===== src/rtl/core/s256bh_pkg.sv =====
`timescale 1ns / 1ps
package s256bh_pkg;

    localparam logic [1:0] CMD_APPEND  = 2'd0;
    localparam logic [1:0] CMD_DIGEST  = 2'd1;
    localparam logic [1:0] CMD_RESTART = 2'd2;

    typedef struct packed {
        logic [1:0] cmd;
        logic [7:0] data_byte;
    } in_req_t;

    typedef struct packed {
        logic [31:0] digest_word;
        logic        last_word;
    } out_req_t;

    typedef logic [31:0] word_t;

    function automatic word_t rotr(input word_t v, input int n);
        rotr = (v >> n) | (v << (32 - n));
    endfunction

    function automatic word_t init_hash(input logic [2:0] i);
        word_t r;
        unique case (i)
            3'd0: r = 32'h6a09e667;
            3'd1: r = 32'hbb67ae85;
            3'd2: r = 32'h3c6ef372;
            3'd3: r = 32'ha54ff53a;
            3'd4: r = 32'h510e527f;
            3'd5: r = 32'h9b05688c;
            3'd6: r = 32'h1f83d9ab;
            3'd7: r = 32'h5be0cd19;
            default: r = 32'h0;
        endcase
        return r;
    endfunction

    function automatic word_t round_k(input logic [5:0] t);
        word_t k [64];
        k = '{
            32'h428a2f98, 32'h71374491, 32'hb5c0fbcf, 32'he9b5dba5,
            32'h3956c25b, 32'h59f111f1, 32'h923f82a4, 32'hab1c5ed5,
            32'hd807aa98, 32'h12835b01, 32'h243185be, 32'h550c7dc3,
            32'h72be5d74, 32'h80deb1fe, 32'h9bdc06a7, 32'hc19bf174,
            32'he49b69c1, 32'hefbe4786, 32'h0fc19dc6, 32'h240ca1cc,
            32'h2de92c6f, 32'h4a7484aa, 32'h5cb0a9dc, 32'h76f988da,
            32'h983e5152, 32'ha831c66d, 32'hb00327c8, 32'hbf597fc7,
            32'hc6e00bf3, 32'hd5a79147, 32'h06ca6351, 32'h14292967,
            32'h27b70a85, 32'h2e1b2138, 32'h4d2c6dfc, 32'h53380d13,
            32'h650a7354, 32'h766a0abb, 32'h81c2c92e, 32'h92722c85,
            32'ha2bfe8a1, 32'ha81a664b, 32'hc24b8b70, 32'hc76c51a3,
            32'hd192e819, 32'hd6990624, 32'hf40e3585, 32'h106aa070,
            32'h19a4c116, 32'h1e376c08, 32'h2748774c, 32'h34b0bcb5,
            32'h391c0cb3, 32'h4ed8aa4a, 32'h5b9cca4f, 32'h682e6ff3,
            32'h748f82ee, 32'h78a5636f, 32'h84c87814, 32'h8cc70208,
            32'h90befffa, 32'ha4506ceb, 32'hbef9a3f7, 32'hc67178f2
        };
        return k[t];
    endfunction

endpackage


===== src/rtl/core/s256bh_ram.sv =====
`timescale 1ns / 1ps
module s256bh_ram #(
    parameter int WIDTH = 8,
    parameter int DEPTH = 64
) (
    input  logic                     clk,
    input  logic                     we,
    input  logic [$clog2(DEPTH)-1:0] waddr,
    input  logic [WIDTH-1:0]         wdata,
    input  logic [$clog2(DEPTH)-1:0] raddr,
    output logic [WIDTH-1:0]         rdata
);

    logic [WIDTH-1:0] mem [DEPTH];

    always_ff @(posedge clk)
    begin
        if (we)
        begin
            mem[waddr] <= wdata;
        end
        rdata <= mem[raddr];
    end

endmodule


===== src/rtl/core/s256bh_round.sv =====
`timescale 1ns / 1ps
module s256bh_round
    import s256bh_pkg::*;
(
    input  logic        clk,
    input  logic        load,
    input  word_t       init [8],
    input  logic        shift_en,
    input  word_t       w_in,
    input  logic        rnd_en,
    input  logic [5:0]  t,
    output word_t       w_cur,
    output word_t       v [8]
);

    word_t win_reg [16];
    word_t v_reg [8];
    word_t s0;
    word_t s1;
    word_t w_new;
    word_t big0;
    word_t big1;
    word_t ch;
    word_t maj;
    word_t t1;
    word_t t2;

    always_comb
    begin
        s0 = rotr(win_reg[1], 7) ^ rotr(win_reg[1], 18) ^ (win_reg[1] >> 3);
        s1 = rotr(win_reg[14], 17) ^ rotr(win_reg[14], 19) ^ (win_reg[14] >> 10);
        w_new = win_reg[0] + s0 + win_reg[9] + s1;
        w_cur = win_reg[0];
        big1 = rotr(v_reg[4], 6) ^ rotr(v_reg[4], 11) ^ rotr(v_reg[4], 25);
        ch = (v_reg[4] & v_reg[5]) ^ (~v_reg[4] & v_reg[6]);
        t1 = v_reg[7] + big1 + ch + round_k(t) + w_cur;
        big0 = rotr(v_reg[0], 2) ^ rotr(v_reg[0], 13) ^ rotr(v_reg[0], 22);
        maj = (v_reg[0] & v_reg[1]) ^ (v_reg[0] & v_reg[2]) ^ (v_reg[1] & v_reg[2]);
        t2 = big0 + maj;
        v = v_reg;
    end

    always_ff @(posedge clk)
    begin
        if (shift_en)
        begin
            for (int i = 0; i < 15; i++)
            begin
                win_reg[i] <= win_reg[i+1];
            end
            win_reg[15] <= w_in;
        end
        else if (rnd_en)
        begin
            for (int i = 0; i < 15; i++)
            begin
                win_reg[i] <= win_reg[i+1];
            end
            win_reg[15] <= w_new;
        end
        if (load)
        begin
            v_reg <= init;
        end
        else if (rnd_en)
        begin
            v_reg[7] <= v_reg[6];
            v_reg[6] <= v_reg[5];
            v_reg[5] <= v_reg[4];
            v_reg[4] <= v_reg[3] + t1;
            v_reg[3] <= v_reg[2];
            v_reg[2] <= v_reg[1];
            v_reg[1] <= v_reg[0];
            v_reg[0] <= t1 + t2;
        end
    end

endmodule


===== src/rtl/core/sha256_byte_stream_hasher.sv =====
// SHA-256 over a byte stream. Requests carry cmd (0 append byte, 1 digest,
// 2 restart, 3 ignored). Bytes land in a 64-entry byte RAM; the 64th byte of a
// block starts a compression: 64 reads of the byte RAM to build the sixteen
// message words, then 64 rounds through one round unit, then the eight-word
// chaining update. Digest builds the padded block(s) from the same RAM on the
// fly, takes one or two such compressions on a copy of the chaining words, and
// returns eight words, word 0 first, last_word on the eighth; the hash state is
// kept so more bytes may follow. Appends without a full block only store the
// byte; input stall stays high while a request is in work.
`timescale 1ns / 1ps
module sha256_byte_stream_hasher
    import s256bh_pkg::*;
(
    input  logic     clk,
    input  logic     rst_n,
    input  in_req_t  in_data,
    input  logic     in_valid,
    output logic     in_stall,
    output out_req_t out_data,
    output logic     out_valid,
    input  logic     out_stall
);

    localparam logic [2:0] ST_IDLE  = 3'd0;
    localparam logic [2:0] ST_LOAD  = 3'd1;
    localparam logic [2:0] ST_ROUND = 3'd2;
    localparam logic [2:0] ST_ADD   = 3'd3;
    localparam logic [2:0] ST_OUT   = 3'd4;

    logic [2:0]  state_reg;
    logic [2:0]  state_next;
    logic [5:0]  fill_reg;
    logic [60:0] total_reg;
    word_t       chain_reg [8];
    word_t       work_reg [8];
    logic        dig_reg;
    logic        second_reg;
    logic        two_reg;
    logic [6:0]  cnt_reg;
    logic [5:0]  rcnt_reg;
    logic [2:0]  ocnt_reg;
    word_t       acc_reg;
    logic [5:0]  bpos_reg;
    logic        rvalid_reg;

    logic        accept;
    logic        ram_we;
    logic [5:0]  ram_raddr;
    logic [7:0]  ram_rdata;
    logic [7:0]  pad_byte;
    logic [6:0]  gpos;
    logic [63:0] bits;
    word_t       w_cur;
    word_t       v [8];
    logic        shift_en;
    logic        rnd_en;
    logic        load;
    word_t       acc_next;

    assign accept   = in_valid && !in_stall;
    assign in_stall = (state_reg != ST_IDLE);
    assign ram_we   = accept && (in_data.cmd == CMD_APPEND);
    assign ram_raddr = cnt_reg[5:0];

    s256bh_ram #(.WIDTH(8), .DEPTH(64)) u_ram (
        .clk   (clk),
        .we    (ram_we),
        .waddr (fill_reg),
        .wdata (in_data.data_byte),
        .raddr (ram_raddr),
        .rdata (ram_rdata)
    );

    assign bits = {total_reg, 3'b000};
    assign gpos = {second_reg, bpos_reg};

    always_comb
    begin
        priority if (!dig_reg)
        begin
            pad_byte = ram_rdata;
        end
        else if (gpos < {1'b0, fill_reg})
        begin
            pad_byte = ram_rdata;
        end
        else if (gpos == {1'b0, fill_reg})
        begin
            pad_byte = 8'h80;
        end
        else if (bpos_reg >= 6'd56 && (second_reg || !two_reg))
        begin
            pad_byte = bits[8*(7 - (bpos_reg - 6'd56)) +: 8];
        end
        else
        begin
            pad_byte = 8'h00;
        end
        acc_next = {acc_reg[23:0], pad_byte};
    end

    assign shift_en = (state_reg == ST_LOAD) && rvalid_reg && (bpos_reg[1:0] == 2'd3);
    assign rnd_en   = (state_reg == ST_ROUND);
    assign load     = (state_reg == ST_LOAD) && (cnt_reg == 7'd0);

    s256bh_round u_round (
        .clk      (clk),
        .load     (load),
        .init     (work_reg),
        .shift_en (shift_en),
        .w_in     (acc_next),
        .rnd_en   (rnd_en),
        .t        (rcnt_reg),
        .w_cur    (w_cur),
        .v        (v)
    );

    always_comb
    begin
        state_next = state_reg;
        unique case (state_reg)
            ST_IDLE:
            begin
                if (accept && in_data.cmd == CMD_DIGEST)
                begin
                    state_next = ST_LOAD;
                end
                else if (accept && in_data.cmd == CMD_APPEND && fill_reg == 6'd63)
                begin
                    state_next = ST_LOAD;
                end
            end
            ST_LOAD:
            begin
                if (rvalid_reg && bpos_reg == 6'd63)
                begin
                    state_next = ST_ROUND;
                end
            end
            ST_ROUND:
            begin
                if (rcnt_reg == 6'd63)
                begin
                    state_next = ST_ADD;
                end
            end
            ST_ADD:
            begin
                priority if (dig_reg && two_reg && !second_reg)
                begin
                    state_next = ST_LOAD;
                end
                else if (dig_reg)
                begin
                    state_next = ST_OUT;
                end
                else
                begin
                    state_next = ST_IDLE;
                end
            end
            ST_OUT:
            begin
                if (!out_stall && ocnt_reg == 3'd7)
                begin
                    state_next = ST_IDLE;
                end
            end
            default: state_next = ST_IDLE;
        endcase
    end

    always_ff @(posedge clk or negedge rst_n)
    begin
        if (!rst_n)
        begin
            state_reg  <= ST_IDLE;
            fill_reg   <= '0;
            total_reg  <= '0;
            dig_reg    <= 1'b0;
            second_reg <= 1'b0;
            two_reg    <= 1'b0;
            cnt_reg    <= '0;
            rcnt_reg   <= '0;
            ocnt_reg   <= '0;
            bpos_reg   <= '0;
            rvalid_reg <= 1'b0;
            for (int i = 0; i < 8; i++)
            begin
                chain_reg[i] <= init_hash(3'(i));
            end
        end
        else
        begin
            state_reg <= state_next;
            unique case (state_reg)
                ST_IDLE:
                begin
                    cnt_reg    <= '0;
                    rcnt_reg   <= '0;
                    ocnt_reg   <= '0;
                    rvalid_reg <= 1'b0;
                    second_reg <= 1'b0;
                    if (accept)
                    begin
                        unique case (in_data.cmd)
                            CMD_APPEND:
                            begin
                                fill_reg  <= fill_reg + 6'd1;
                                total_reg <= total_reg + 61'd1;
                                dig_reg   <= 1'b0;
                            end
                            CMD_DIGEST:
                            begin
                                dig_reg <= 1'b1;
                                two_reg <= (fill_reg >= 6'd56);
                            end
                            CMD_RESTART:
                            begin
                                fill_reg  <= '0;
                                total_reg <= '0;
                                for (int i = 0; i < 8; i++)
                                begin
                                    chain_reg[i] <= init_hash(3'(i));
                                end
                            end
                            default:
                            begin
                                dig_reg <= dig_reg;
                            end
                        endcase
                    end
                end
                ST_LOAD:
                begin
                    if (cnt_reg != 7'd64)
                    begin
                        cnt_reg <= cnt_reg + 7'd1;
                    end
                    rvalid_reg <= (cnt_reg != 7'd64);
                    bpos_reg   <= cnt_reg[5:0];
                    if (rvalid_reg)
                    begin
                        acc_reg <= acc_next;
                    end
                    if (rvalid_reg && bpos_reg == 6'd63)
                    begin
                        rvalid_reg <= 1'b0;
                        rcnt_reg   <= '0;
                    end
                end
                ST_ROUND:
                begin
                    rcnt_reg <= rcnt_reg + 6'd1;
                end
                ST_ADD:
                begin
                    cnt_reg    <= '0;
                    rvalid_reg <= 1'b0;
                    second_reg <= 1'b1;
                    if (!dig_reg)
                    begin
                        for (int i = 0; i < 8; i++)
                        begin
                            chain_reg[i] <= chain_reg[i] + v[i];
                        end
                    end
                end
                ST_OUT:
                begin
                    if (!out_stall)
                    begin
                        ocnt_reg <= ocnt_reg + 3'd1;
                    end
                end
                default:
                begin
                    cnt_reg <= '0;
                end
            endcase
        end
    end

    always_ff @(posedge clk)
    begin
        if (state_reg == ST_IDLE)
        begin
            work_reg <= chain_reg;
            if (accept && in_data.cmd == CMD_APPEND && fill_reg == 6'd63)
            begin
                work_reg <= chain_reg;
            end
        end
        else if (state_reg == ST_ADD)
        begin
            for (int i = 0; i < 8; i++)
            begin
                work_reg[i] <= work_reg[i] + v[i];
            end
        end
    end

    assign out_valid            = (state_reg == ST_OUT);
    assign out_data.digest_word = work_reg[ocnt_reg];
    assign out_data.last_word   = (ocnt_reg == 3'd7);

endmodule


===== config.mk =====
export PLATFORM = sky130hd
export DESIGN_NAME = sha256_byte_stream_hasher
export DESIGN_NICKNAME = d
export VERILOG_FILES = /design/src/rtl/core/s256bh_pkg.sv /design/src/rtl/core/s256bh_ram.sv /design/src/rtl/core/s256bh_round.sv /design/src/rtl/core/sha256_byte_stream_hasher.sv
export SDC_FILE = /design/constraint.sdc
export NUM_CORES = 2
export LEC_CHECK = 0
export BUFFER_PORTS_ARGS = -buffer_cell sky130_fd_sc_hd__buf_2
export CELL_PAD_IN_SITES_DETAIL_PLACEMENT = 1
export CELL_PAD_IN_SITES_GLOBAL_PLACEMENT = 1
export CORE_MARGIN = 2
export CORE_UTILIZATION = 53
export CTS_CLUSTER_SIZE = 24
export DETAILED_ROUTE_END_ITERATION = 12
export PLACE_DENSITY_LB_ADDON = 0.1
export RECOVER_POWER = 50
export SETUP_SLACK_MARGIN = 0.5
export SLEW_MARGIN = 20
export SYNTH_ARGS = -nofsm -noshare
export SYNTH_HDL_FRONTEND = slang
export SYNTH_SLANG_ARGS = --single-unit
export TNS_END_PERCENT = 1

===== constraint.sdc =====
create_clock -name clk -period 25.9 [get_ports clk]
set_input_delay 1.295 -clock clk [delete_from_list [all_inputs] [get_ports clk]]
set_output_delay 1.295 -clock clk [all_outputs]
set_load 0.05 [all_outputs]

==> results.yml <==
drt:
  1st_pass_router_iterations: 10
  routed_wl_mm: 392
  ant_nets: 0
  remaining_drc_errors: 10
  routed-via-count: 82100
  avgRoutedWirePerCell_um: 30.9
  detail_route.iter0.violations: 8185
  route.detailed.vias_per_inst: 6.46
yosys:
  post-synth-top-area-fraction: 0.415
  post_syn_nets: 10600
  largest_area_contributor_in_the_netlist: "edfxtp_1"
  post_synth_main_area_contributors: "edfxtp_1 41%, ha_1 7.2%, mux4_2 5.0%, dfrtp_1 4.8%, fa_1 3.6%"
  synth.ff_latch_count: 1920
  syn_avg_cell_area_um2: 11.6
  synth_cell_type_count: 89
  synthTopCellsByCount: "1560 x edfxtp_1, 763 x a21oi_1, 709 x o21ai_0"
  synth.cell_area_mm2: 0.113
  postSynthCellCount: 9717
  synth.yosys.seq_area_share: 0.496
  synth_enable_flop_cells: 1560
  synth_warnings: 0
  yosys_most_used_dff: "edfxtp_1"
  synth_async_sr_flop_share: 0.183
  library_cell_with_the_highest_instance_count_after_synthesis: "edfxtp_1"
worst_setup_path:
  nature_of_the_critical_path_endpoint: "register"
  worstPathMaxFanout: 186
  worst_ep_required_time_ns: 26.40
  timing.setup.critical_path_class: "reg2reg"
  cp.arrival_ns: 15.14
  timing.critical_path.from_type: "register"
clock_network:
  cts_resized: 0
  cts-root-to-sink-buffers: 3
  cts_max_level: 4
  cts_inserted_buffers: 207
  clk-insertion-delay-late_ns: 0.89
  cts_tree: "built"
  clk_pin_slew_ns: 0.07
  tritoncts_num_sinks: 1920
  postCtsSetupBuffers: 0
  holdBufCountCts: 0
  clock_tree.root_cell: "clkbuf_16"
job:
  maxCapViolations: 34
grt:
  grt_util_met1: 0.477
  grtUsageMet2: 0.592
  grt_util_all_layers: 0.360
  grt_overflow_total: 0
  number_of_antenna_violations_at_the_first_check_in_global_routing: 14
  grt_pass1_wl_mm: 579
  via_count_of_the_first_global_routing_pass: 85300
  grt_util_met3: 0.0473
  global_route.peak_usage_layer: "met2"
  maximum_number_of_pins_on_one_net_before_global_route_repair: 187
hold_path:
  hold_path_class: "reg2reg"
floorplan:
  chipWidth_um: 466
  initial_utilization: 0.533
  dieArea_mm2: 0.217
  die_y_um: 466
  num_io_pins: 49
  row_count: 169
  design.core.area_mm2: 0.212
timing:
  worst_clock_skew_ns: 0.0742
  finalCritPeriodShare: 0.565
  worst_relative_slew_slack: -5.28
  setup_viol: 0
  setup_total_negative_slack_ns: 0
  max_clock_freq_ghz: 0.0683
  finalWorstPathRequiredPeriod_ns: 14.64
  grt_setup_unrepaired: "false"
  timing.final.hold_violations: 0
  final_max_slew_viol_count: 2214
  worst_slew_pin_slew_ns: 9.43
placement:
  io_buffer_count: 48
  dp.final_hpwl_mm: 280
  finalWeightedCongestion: 0.962
finish:
  final_layout_size_suffix_gt1_frac: 0.114
  final_nets: 10600
  synthToLayoutAreaGrowth_pct: 8.89
outcome:
  outcome: "finished with violations"
  violations_in_the_final_reports: "design-rule violations, max-capacitance violations, max-slew violations"
-- layer usage --
metal,vias to the layer above,share of wire
li1,35900,-
met1,42500,0.41
met2,2960,0.48
met3,818,0.060
met4,8,0.054
met5,-,0.00012
-- area by class of cell --
| cell class | instances | area (um^2) |
|---|---|---|
| fill | 21500 | 89100 |
| sequential | 1920 | 56000 |
| multi-input combinational | 6905 | 53700 |
| clock buffer | 270 | 5560 |
| tap | 2821 | 3530 |
| inverter | 515 | 1930 |
| clock inverter | 122 | 1370 |
| timing repair buffer | 148 | 932 |
| antenna | 8 | 20.0 |
-- placed cells by master, fill, tap and decap left out, types with 35 or more instances in the layout --
cell / n
nand2b_1: 123
mux2_2: 253
buf_2: 41
clkinv_2: 42
inv_1: 512
xor2_1: 417
and3_1: 53
nor2b_1: 69
fa_1: 203
o21bai_1: 63
o21a_1: 96
mux4_2: 249
nor3_1: 150
nand4_1: 49
edfxtp_1: 1560
nor2_1: 667
dfstp_2: 136
nand3_1: 209
or3_1: 71
ha_1: 652
a31oi_1: 77
a211oi_1: 83
dfrtp_1: 208
clkbuf_16: 207
xnor2_1: 411
a21o_1: 305
buf_4: 72
mux2i_1: 35
clkbuf_1: 80
o31ai_1: 81
o21ai_0: 707
nand2_1: 659
a21oi_1: 763
-- stage by stage --
step / cells / worst slack, ns / hold WS (ns) / instance area, um^2 / utilization
final: 12700 / 11.26 / 0.418 / 123000 / 0.580
after CTS: 12700 / 15.58 / 0.362 / 123000 / 0.581
after global routing: 12700 / 9.90 / 0.422 / 123000 / 0.580
after floorplan: 9717 / 5.43 / 0.400 / 113000 / -
after global placement: 12300 / 15.68 / 0.400 / 116000 / 0.548
after detailed placement: 12300 / 15.67 / 0.405 / 116000 / 0.548
-- worst max-delay path, cell delays in order, from the launching register on --
cell and delay, ns:
dfrtp_1 0.51, nand2b_1 0.23, nor2_1 0.11, clkbuf_1 0.59
nand4_1 0.16, clkbuf_1 0.84, nand2_1 2.81, clkbuf_1 6.71
buf_6 1.07, buf_4 0.86
-- final timing paths --
| check | startpoint | to | slack (ns) | cells past startpoint |
|---|---|---|---|---|
| setup / recovery | state_reg[2]$_DFFE_PN0P_ | u_round.win_reg[0][81]$_DFFE_PP_ | 11.26 | 9 |
| hold / removal | u_round.win_reg[1][99]$_DFFE_PP_ | u_round.win_reg[1][67]$_DFFE_PP_ | 0.42 | 0 |
| setup reg to reg | state_reg[2]$_DFFE_PN0P_ | u_round.win_reg[0][81]$_DFFE_PP_ | 11.26 | 9 |
| hold reg to reg | u_round.win_reg[1][99]$_DFFE_PP_ | u_round.win_reg[1][67]$_DFFE_PP_ | 0.42 | 0 |
| max in group asynchronous | rst_n | ocnt_reg[1]$_DFFE_PN0P_ | 12.35 | 3 |
| min in group asynchronous | rst_n | chain_reg[34]$_DFFE_PN0P_ | 1.85 | 1 |
-- logic make-up after synthesis --
group,synth area share
buf+inv,0.0298
xor+xnor,0.0644
compound gates,0.134
simple gates,0.0899
mux,0.0780
flops,0.496
fa+ha+maj,0.109
Power is left out: the tool's default activity adds up to more than one toggle a clock period on the data nets, which glitch-free logic cannot reach.
